<file path="src/hdl/bse_pkg.sv">
// Shared types and constants for the bubble sort engine.
// Used by bse_cell and bubble_sort_engine; depends on nothing else.
`default_nettype none

package bse_pkg;

    localparam int KEY_W        = 16;
    localparam int NUM_KEYS_DEF = 8;

    // Sequencer states: collect keys, run the transposition phases, send the run.
    typedef enum logic [1:0] {
        ST_LOAD,
        ST_SORT,
        ST_EMIT
    } bse_state_t;

    // Per-cell control: write the input key, take the left or the right neighbor's key.
    typedef struct packed {
        logic load;
        logic take_left;
        logic take_right;
    } bse_cell_ctrl_t;

endpackage

`default_nettype wire

</file>
<file path="src/hdl/bse_cell.sv">
// One cell of the sorting row: a key register and a compare against the right neighbor.
// Depends on bse_pkg for the key width and the cell control struct.
`default_nettype none

module bse_cell
    import bse_pkg::*;
(
    input  wire logic                 clk,
    input  wire bse_cell_ctrl_t       ctrl,
    input  wire logic [KEY_W-1:0]     load_key,
    input  wire logic [KEY_W-1:0]     left_key,
    input  wire logic [KEY_W-1:0]     right_key,
    output logic      [KEY_W-1:0]     key,
    output logic                      gt_right
);

    logic [KEY_W-1:0] key_reg;
    logic [KEY_W-1:0] key_next;

    always_comb
    begin
        priority if (ctrl.load)
        begin
            key_next = load_key;
        end
        else if (ctrl.take_right)
        begin
            key_next = right_key;
        end
        else if (ctrl.take_left)
        begin
            key_next = left_key;
        end
        else
        begin
            key_next = key_reg;
        end
    end

    always_ff @(posedge clk)
    begin
        key_reg <= key_next;
    end

    assign key      = key_reg;
    // Only a strictly greater left key is swapped, so equal keys stay put.
    assign gt_right = (key_reg > right_key);

endmodule

`default_nettype wire

</file>
<file path="src/hdl/bubble_sort_engine.sv">
// Top level of the bubble sort engine: sequencer and a row of NUM_KEYS sorting cells.
// Depends on bse_pkg and bse_cell.
//
// Usage:
//   Input channel (load_valid / load_stall): one key per item, with final_item
//   marking the last key of a run. A run also ends on the item that fills the row.
//   Output channel (sort_valid / sort_stall): the run's keys in ascending order,
//   one per item, run_end set on the last one.
//   Sequence for a run of n keys: the n keys are loaded, then the cell row runs
//   odd-even transposition phases (in each phase the pairs of that phase's parity
//   compare and swap in parallel), then the n results are sent as the receiver
//   takes them. sort_valid rises when the last transposition phase is done.
//   load_stall is high from the end of a run until its last result is taken.
//   A stall on the output holds the current result and freezes the row.
//   Reset empties the run and returns to loading; key registers are not cleared.
`default_nettype none

module bubble_sort_engine
    import bse_pkg::*;
#(
    parameter int NUM_KEYS = NUM_KEYS_DEF
)
(
    input  wire logic               clk,
    input  wire logic               rst_n,
    input  wire logic               load_valid,
    output logic                    load_stall,
    input  wire logic [KEY_W-1:0]   key,
    input  wire logic               final_item,
    output logic                    sort_valid,
    input  wire logic               sort_stall,
    output logic      [KEY_W-1:0]   sorted_key,
    output logic                    run_end
);

    localparam int CNT_W   = $clog2(NUM_KEYS + 1);
    localparam int PHASE_W = $clog2(NUM_KEYS);

    bse_state_t         state_reg;
    bse_state_t         state_next;
    logic [CNT_W-1:0]   count_reg;
    logic [CNT_W-1:0]   count_next;
    logic [PHASE_W-1:0] phase_reg;
    logic [PHASE_W-1:0] phase_next;

    logic               load_take;
    logic               emit_take;
    logic               run_done;
    logic               sort_done;

    logic [KEY_W-1:0]   cell_key  [NUM_KEYS];
    logic               cell_gt   [NUM_KEYS];
    logic               pair_swap [NUM_KEYS];
    bse_cell_ctrl_t     cell_ctrl [NUM_KEYS];

    assign load_take = load_valid && !load_stall;
    assign emit_take = sort_valid && !sort_stall;
    assign run_done  = final_item || (count_reg == CNT_W'(NUM_KEYS - 1));
    assign sort_done = (phase_reg == PHASE_W'(NUM_KEYS - 1));

    // Next state.
    always_comb
    begin
        state_next = state_reg;
        unique case (state_reg)
            ST_LOAD:
            begin
                if (load_take && run_done)
                begin
                    state_next = ST_SORT;
                end
            end
            ST_SORT:
            begin
                if (sort_done)
                begin
                    state_next = ST_EMIT;
                end
            end
            ST_EMIT:
            begin
                if (emit_take && (count_reg == CNT_W'(1)))
                begin
                    state_next = ST_LOAD;
                end
            end
            default:
            begin
                state_next = ST_LOAD;
            end
        endcase
    end

    // Outputs and counters.
    always_comb
    begin
        load_stall = 1'b1;
        sort_valid = 1'b0;
        count_next = count_reg;
        phase_next = phase_reg;
        unique case (state_reg)
            ST_LOAD:
            begin
                load_stall = 1'b0;
                phase_next = '0;
                if (load_take)
                begin
                    count_next = count_reg + CNT_W'(1);
                end
            end
            ST_SORT:
            begin
                phase_next = phase_reg + PHASE_W'(1);
            end
            ST_EMIT:
            begin
                sort_valid = 1'b1;
                if (emit_take)
                begin
                    count_next = count_reg - CNT_W'(1);
                end
            end
            default:
            begin
                load_stall = 1'b1;
            end
        endcase
    end

    always_ff @(posedge clk or negedge rst_n)
    begin
        if (!rst_n)
        begin
            state_reg <= ST_LOAD;
            count_reg <= '0;
            phase_reg <= '0;
        end
        else
        begin
            state_reg <= state_next;
            count_reg <= count_next;
            phase_reg <= phase_next;
        end
    end

    genvar gi;
    generate
        for (gi = 0; gi < NUM_KEYS; gi++)
        begin : g_cell
            logic [KEY_W-1:0] left_key;
            logic [KEY_W-1:0] right_key;
            logic             from_left;

            // Pair (gi, gi+1) works on phases of its own parity and only inside the run.
            if (gi < NUM_KEYS - 1)
            begin : g_pair
                assign pair_swap[gi] = (state_reg == ST_SORT)
                                    && (phase_reg[0] == ((gi % 2) == 1))
                                    && (count_reg > CNT_W'(gi + 1))
                                    && cell_gt[gi];
                assign right_key     = cell_key[gi + 1];
            end
            else
            begin : g_last
                assign pair_swap[gi] = 1'b0;
                assign right_key     = '0;
            end

            if (gi > 0)
            begin : g_left
                assign left_key  = cell_key[gi - 1];
                assign from_left = pair_swap[gi - 1];
            end
            else
            begin : g_first
                assign left_key  = '0;
                assign from_left = 1'b0;
            end

            // During output the row shifts toward cell 0 on every taken item.
            assign cell_ctrl[gi].load       = load_take && (count_reg == CNT_W'(gi));
            assign cell_ctrl[gi].take_right = emit_take || pair_swap[gi];
            assign cell_ctrl[gi].take_left  = from_left;

            bse_cell u_cell (
                .clk       (clk),
                .ctrl      (cell_ctrl[gi]),
                .load_key  (key),
                .left_key  (left_key),
                .right_key (right_key),
                .key       (cell_key[gi]),
                .gt_right  (cell_gt[gi])
            );
        end
    endgenerate

    assign sorted_key = cell_key[0];
    assign run_end    = (count_reg == CNT_W'(1));

    a_emit_nonempty: assert property (@(posedge clk) disable iff (!rst_n)
        (state_reg == ST_EMIT) |-> (count_reg != '0))
        else $error("output phase entered with an empty run");

    a_emit_ordered: assert property (@(posedge clk) disable iff (!rst_n)
        ((state_reg == ST_EMIT) && (count_reg > CNT_W'(1))) |-> (cell_key[0] <= cell_key[1]))
        else $error("row front is out of order during output");

    a_emit_after_sort: assert property (@(posedge clk) disable iff (!rst_n)
        ((state_reg == ST_EMIT) && ($past(state_reg) != ST_EMIT))
            |-> ($past(state_reg) == ST_SORT))
        else $error("output started without a sort");

    a_count_bound: assert property (@(posedge clk) disable iff (!rst_n)
        (count_reg <= CNT_W'(NUM_KEYS)))
        else $error("run count exceeds the row length");

endmodule

`default_nettype wire
</file>
<file path="config.mk">
export PLATFORM = sky130hd
export DESIGN_NAME = bubble_sort_engine
export DESIGN_NICKNAME = d
export VERILOG_FILES = /design/src/hdl/bse_pkg.sv /design/src/hdl/bse_cell.sv /design/src/hdl/bubble_sort_engine.sv
export SDC_FILE = /design/constraint.sdc
export NUM_CORES = 1
export LEC_CHECK = 0
export ABC_AREA = 1
export ABC_CLOCK_PERIOD_IN_PS = 2900
export BUFFER_PORTS_ARGS = -buffer_cell sky130_fd_sc_hd__buf_2
export CAP_MARGIN = 20
export CORE_UTILIZATION = 34
export CTS_BUF_LIST = sky130_fd_sc_hd__clkbuf_8
export DETAILED_ROUTE_END_ITERATION = 6
export GPL_TIMING_DRIVEN = 0
export PLACE_DENSITY_LB_ADDON = 0.05
export SLEW_MARGIN = 20
export SYNTH_ARGS = -nofsm -noshare
export SYNTH_HDL_FRONTEND = slang
export SYNTH_HIERARCHICAL = 1
export SYNTH_SLANG_ARGS = --single-unit
</file>
<file path="constraint.sdc">
create_clock -name clk -period 2.9 [get_ports clk]
set_input_delay 0.29 -clock clk [delete_from_list [all_inputs] [get_ports clk]]
set_output_delay 0.29 -clock clk [all_outputs]
set_load 0.05 [all_outputs]
</file>
# ---- Word-level counts from Yosys, hierarchy flattened
# Index checks and enable logic that the tools add are counted.
# Widths: inputs -> output; s select.
dict set report totals {
  ff_bits 137
  ramBits 0
  romBits 0
  latchBits 0
  output_inout_bits 19
  mem_count 0
  inputBits 21
}
dict set report classes {
  n_mul 0
  n_eq_ne 15
  n_div 0
  n_shift 0
  order_cmp 14
  n_addsub 3
  mux 33
  bitwise 1
  n_reduce_logical 51
}
# operator n
set ops {}
lappend ops {{$mux 16} 23}
lappend ops {{$gt 16x16->1} 7}
lappend ops {{$logic_and 1x1->1} 28}
lappend ops {{$reduce_bool 3->1} 7}
lappend ops {{$eq 4x3->1 const B} 4}
lappend ops {{$gt 4x3->1 const B} 4}
lappend ops {{$eq 4x2->1 const B} 2}
lappend ops {{$gt 4x2->1 const B} 2}
lappend ops {{$logic_or 1x1->1} 8}
lappend ops {{$mux 4} 2}
lappend ops {{$ne 2x2->1 const B} 4}
lappend ops {{$pmux 4 s2} 1}
lappend ops {{$mux 2} 3}
lappend ops {{$pmux 2 s3} 1}
lappend ops {{$pmux 3 s2} 1}
lappend ops {{$reduce_and 3->1} 2}
lappend ops {{$reduce_bool 2->1} 3}
lappend ops {{$add 4x1->4 const B} 1}
lappend ops {{$eq 4x1->1 const B} 1}
lappend ops {{$gt 4x1->1 const B} 1}
lappend ops {{$logic_not 4->1} 1}
lappend ops {{$sub 4x1->4 const B} 1}
lappend ops {{$add 3x1->3 const B} 1}
lappend ops {{$eq 3x3->1 const B} 1}
lappend ops {{other kinds (7)} 8}

# ---- Depth between registers and ports, before layout
# Gate-level depths: netlist of run 1.
dict set report logic_depth {
  word_depth 7
  mapped_depth 18
}

# ---- Cells and area by module
# Netlist of run 1, hierarchy kept.
# mod seq_area_each_um2 n_inst cells_each area_each_um2
set by_module_without_submodules {}
lappend by_module_without_submodules {bse_cell 480.5 8 162 1288.7}
lappend by_module_without_submodules {bubble_sort_engine 225.2 1 116 812.0}

# ---- Least setup slack after synthesis of run 1
# Ideal clock, no wire load.
dict set report synth_path {
  path_type {reg-to-reg}
  start {reg g_cell[0].u_cell.key_reg[15]}
  end {reg g_cell[0].u_cell.key_reg[0] (enable)}
  path_slack_ns 0.195
  path_stages_with_launch 14
  arrival_time_ns 2.333
  required_time_ns 2.528
  period_less_slack_ns 2.705
  n_path_buf 2
  cell_sequence {edfxtp_1 ha_1 nand2_1 nor2_2 nand2_1 clkinv_1 nand2_1 a21oi_1 nand2_1 o21ai_1 buf_6 buf_6 nor2_1 nand2_1}
}
# item line
set synth_rtl {}
lappend synth_rtl {{start: declaration} bse_cell.sv:17} ;# logic [KEY_W-1:0] key_reg;
lappend synth_rtl {{start signal: assignment} bse_cell.sv:42} ;# key_reg <= key_next;

==> results.py, run 1 <==
metrics = {
    "clock_network": {
        "path_clk_slew_ns": 0.09,
        "clk_latency_ns": 0.47,
        "cts_tree": "built",
        "cts_root_buffer": "clkbuf_8",
        "clock_path_buffers": 2,
        "cts_sinks": 137,
        "numCtsBuffers": 17,
        "h-tree-depth": 4,
    },
    "grt": {
        "grt.total_usage_pct": 19.24,
        "antenna_found_initial": 0,
        "gr-total-overflow": 0,
        "grt_pass1_vias": 8370,
        "grt_pass1_wl_mm": 46.80,
        "grt_max_degree": 17,
    },
    "power": {
        "power_density_nw_per_um2": 1200,
        "p_leak_nw": 5.834,
        "irDropWorstVdd_v": 0.0003931,
    },
    "status": {
        "status": "complete, but fails checks",
        "violations": "design-rule violations",
    },
    "sta": {
        "rsz0062_at_grt": "false",
        "maxSlewViolCount": 0,
        "tns_ns": 0,
        "finalHoldViolations": 0,
        "fin_skew_ns": 0.01882,
        "fmax_mhz": 359.8,
        "fin_crit_sh_pct": 95.83,
        "min_period_ns": 2.779,
        "report.final.setup_viol": 0,
    },
    "setup_path": {
        "endpoint_kind": "flip-flop",
        "crit_fanout": 10,
        "critPathLaunchType": "flip-flop",
        "arrival_ns": 2.95,
        "r2r_cells": 13,
        "r2r_setup_slack_ns": 0.12,
        "crit_type": "reg -> reg",
        "critPathRequiredTime_ns": 3.07,
    },
    "placement": {
        "dp_cells": 1807,
        "port_buffers": 39,
        "place_congestion": 0.7909,
        "placed_area_um2": 11500,
        "hpwl_mm": 24.51,
    },
    "yosys": {
        "synth_warnings": 6,
        "synth_area_per_cell_um2": 7.979,
        "syn-cell-area_um2": 10690,
        "syn-instance-count": 1340,
    },
    "floorplanning": {
        "dieHeight_um": 179.3,
        "num_rows": 64,
        "initial_core_util_pct": 34.77,
        "die_w_um": 179.3,
        "coreArea_um2": 30750,
        "dieArea_um2": 32160,
        "pin_count": 40,
    },
    "routing": {
        "drc": 4,
        "first_iter_violations": 505,
        "dr.pass1.iters": 7,
        "wirelength_mm": 30.19,
        "viasPerCell": 4.725,
        "vias": 8761,
        "ant_nets": 0,
        "route.detailed.wl_per_inst_um": 16.28,
    },
    "layout": {
        "largest_reg_flops": 128,
        "diodes": 0,
        "mostFrequentLayoutCell": "a21oi_1",
        "fill_cells": 3297,
        "final_cell_mix": "289 x a21oi_1, 284 x nand2_1, 178 x nor2_1, 159 x inv_1, 128 x edfxtp_1",
        "drive_gt1_share_pct": 13.65,
        "fin_util_pct": 39.43,
        "nets": 1584,
        "instances_no_fill": 1854,
        "areaGrowthSynthToFinish_pct": 13.40,
        "final_area_um2": 12120,
    },
    "worst_hold_path": {
        "hold_depth": 3,
        "min-delay-path-class": "in -> reg",
    },
    "flow_run": {
        "drv_cap": 0,
    },
}
layer usage:
layer,track usage [%],share of wire (%),vias up
met5,0,0,-
met4,3.887,0.69,0
met3,2.679,2.3,13
met2,29.89,43,103
met1,28.28,54,4011
li1,-,-,4634
worst paths after layout:
kind / start / endpoint
max reg2reg: g_cell[6].u_cell/key[11] / g_cell[6].u_cell/key[0]
min in group asynchronous: rst_n / count_reg[1]
min: sort_stall / state_reg[1]
max in group asynchronous: rst_n / state_reg[0]
max: g_cell[6].u_cell/key[11] / g_cell[6].u_cell/key[0]
min reg2reg: phase_reg[1] / phase_reg[1]
cell type report:
| class | instances | area [µm²] | area share, % |
|---|---|---|---|
| buffer | 50 | 556.8 | 4.592 |
| clock buffer | 19 | 261.5 | 2.157 |
| clock inverter | 13 | 161.4 | 1.331 |
| inverter | 183 | 747.0 | 6.161 |
| multi-input combinational | 1006 | 5553 | 45.80 |
| sequential | 137 | 4069 | 33.56 |
| tap | 396 | 495.5 | 4.087 |
| timing repair buffer | 50 | 280.3 | 2.312 |
where the power goes:
| group | switching [mW] | internal (mW) | leakage (nW) |
|---|---|---|---|
| sequential | 1.01 | 3.76 | 1.30 |
| clock | 0.812 | 0.964 | 0.232 |
| combinational | 5.02 | 2.98 | 4.30 |
stage by stage:
stage                     setup slack, ns  power, mW  hold slack, ns
final                              0.1209      14.54         0.09388
after global placement            -0.2743      12.39          0.1632
after global routing             0.005382      15.96          0.1047
after floorplan                    0.1954      10.32       -0.005591
after detailed placement          -0.2745      12.55          0.1660
after CTS                         0.01013      14.40         0.06250
repair_timing:
item / in CTS / in global routing
gates cloned: 0 / 4
hold buffers: 1 / 0
pin swaps: 0 / 4
setup buffers: 0 / 10
resized for setup: 9 / 15
setup endpoints to repair: 112 / 128
endpoints found under the hold margin: 9 / 0
critical path, cell delays in order (launching register included):
cell and delay [ns]:
edfxtp_1 0.46, ha_1 0.35, nand2_1 0.07, nor2_1 0.21
nand2_1 0.14, clkinv_1 0.06, nand2_1 0.04, a21oi_1 0.12
inv_1 0.07, o31ai_1 0.27, buf_6 0.20, buf_6 0.16
nor2_1 0.13, nand2_4 0.18
Note: power is estimated with default switching activity, not from simulation.
==> inputs of run 2 (changes only) <==
Settings changed: CORE_UTILIZATION 34 to 56.
==> run 2 against run 1 <==
Effect of this change:
- the flow now finishes without violations
- core utilization grew 24 points
- global-route usage rose by 9.2 points
- register-to-register slack is essentially flat
- sequential share of layout area up 0.87 points
- fmax fell by 0.18%
- final area decreased by 2.5%
- hold slack gained 0.0077 ns
- sequential power about the same
- non-clock buffer count shrank 8
- worst setup slack lost 0.0049 ns
- via count increased by 4.6%
- critical endpoint is now g_cell[2].u_cell/key[3]
- largest cell class unchanged
- highest routed layer unchanged
==> results.py, run 2 (synthesis gave the netlist of run 1 again) <==
metrics = {
    "floorplanning": {
        "initial_core_util_pct": 57.16,
        "die_w_um": 140.2,
        "dieArea_um2": 19650,
        "dieHeight_um": 140.2,
        "pin_count": 40,
        "coreArea_um2": 18710,
        "num_rows": 50,
    },
    "power": {
        "p_switching_mw": 6.694,
        "switching_share_pct": 46.87,
        "p_seq_share_pct": 33.3,
        "internal_power_mw": 7.588,
        "share_comb_of_total_power_pct": 55.1,
        "power_density_nw_per_um2": 1209,
        "p_leak_nw": 5.776,
        "clkPwrFrac_pct": 11.7,
        "irDropWorstVdd_v": 0.0005287,
        "power.total_mw": 14.28,
    },
    "clock_network": {
        "path_clk_slew_ns": 0.08,
        "clk_latency_ns": 0.46,
        "numCtsBuffers": 17,
        "cts_tree": "built",
        "cts_root_buffer": "clkbuf_8",
        "cts_sinks": 137,
        "h-tree-depth": 4,
        "clock_path_buffers": 2,
    },
    "grt": {
        "grt_pass1_wl_mm": 43.75,
        "use_met3_pct": 3.316,
        "met2_usage_pct": 44.68,
        "grt_most_used_layer": "met2",
        "gr-total-overflow": 0,
        "grt_use_met1_pct": 41.72,
        "grt_pass1_vias": 8519,
        "antenna_found_initial": 0,
        "grt.total_usage_pct": 28.40,
        "grt_max_degree": 17,
    },
    "routing": {
        "ant_nets": 0,
        "route.detailed.wl_per_inst_um": 16.14,
        "viasPerCell": 5.446,
        "wirelength_mm": 27.15,
        "vias": 9161,
        "first_iter_violations": 712,
        "dr.pass1.iters": 6,
        "drc": 0,
    },
    "setup_path": {
        "critPathRequiredTime_ns": 3.09,
        "crit_type": "reg -> reg",
        "critPathLaunchType": "flip-flop",
        "endpoint_kind": "flip-flop",
        "arrival_ns": 2.97,
        "crit_fanout": 10,
    },
    "placement": {
        "placed_area_um2": 11300,
        "dp_slack_ns": -0.2620,
        "dp_cells": 1645,
        "hpwl_mm": 21.30,
        "place_congestion": 0.8287,
        "port_buffers": 39,
    },
    "layout": {
        "diodes": 0,
        "areaGrowthSynthToFinish_pct": 10.53,
        "mostFrequentLayoutCell": "a21oi_1",
        "multi_input_area_um2": 5529,
        "largest_reg_flops": 128,
        "final_area_um2": 11820,
        "final_cell_mix": "290 x a21oi_1, 285 x nand2_1, 180 x nor2_1, 159 x inv_1, 128 x edfxtp_1",
        "fin_util_pct": 63.18,
        "nets": 1574,
        "ff_latch_area_um2": 4069,
        "fill_cells": 1723,
        "instances_no_fill": 1682,
        "drive_gt1_share_pct": 12.64,
    },
    "sta": {
        "fmax_mhz": 359.2,
        "min_period_ns": 2.784,
        "report.final.setup_viol": 0,
        "worst_slew_pin_slew_ns": 0.8062,
        "maxSlewHeadroom_pct": 46.12,
        "setup_slack_ns": 0.1160,
        "holdWs_ns": 0.1016,
        "tns_ns": 0,
        "finalHoldViolations": 0,
        "fin_skew_ns": 0.009544,
        "rsz0062_at_grt": "false",
        "maxSlewViolCount": 0,
        "fin_crit_sh_pct": 96.00,
    },
    "flow_run": {
        "drv_cap": 0,
    },
    "status": {
        "status": "finished clean",
    },
    "worst_hold_path": {
        "min-delay-path-class": "in -> reg",
    },
}
[run 2: worst paths after layout]
check	slack [ns]	endpoint	cells past startpoint	from
min	0.10	state_reg[1]	3	sort_stall
max reg2reg	0.12	g_cell[2].u_cell/key[3]	11	g_cell[2].u_cell/key[15]
min in group asynchronous	0.21	count_reg[3]	2	rst_n
max in group asynchronous	2.50	phase_reg[2]	2	rst_n
max	0.12	g_cell[2].u_cell/key[3]	11	g_cell[2].u_cell/key[15]
min reg2reg	0.52	phase_reg[1]	1	phase_reg[1]
[run 2: layer usage]
layer / share of wire (%) / vias to the layer above
met1: 48 / 4267
met4: 1.1 / 0
li1: - / 4617
met2: 45 / 254
met5: 0 / -
met3: 6.0 / 23
[run 2: what timing repair did]
item                       4_1_cts  5_1_grt
resized for setup                7       13
setup buffers                    0        2
setup endpoints to repair       96      128
gates cloned                     0        2
hold endpoints to repair         9        0
pin swaps                        0        3
hold buffers                     1        0
[run 2: critical path, cell delays in order, from the launching register on]
cell	delay (ns)
edfxtp_1	0.46
ha_1	0.35
a21oi_1	0.21
o21ai_0	0.12
a21oi_1	0.25
a21oi_1	0.11
inv_1	0.10
o31ai_2	0.09
buf_6	0.17
buf_6	0.15
nor2_2	0.31
nand2_4	0.19
[run 2: power groups by stage]
stage	Sequential, mW	Combinational (mW)	Clock (mW)
detailed placement	4.83	7.53	0
floorplan	4.86	5.46	0
global route	4.90	8.92	1.76
finish	4.75	7.87	1.66
global placement	4.84	7.23	0
CTS	4.78	7.61	1.69
[run 2: area by class of cell]
type                            count  share of cell area [%]
Buffer                             50                   4.711
Clock buffer                       17                   1.980
Clock inverter                     15                   1.429
Inverter                          183                   6.321
Multi-Input combinational cell   1004                   46.79
Sequential cell                   137                   34.43
Tap cell                          234                   2.477
Timing Repair Buffer               42                   1.863
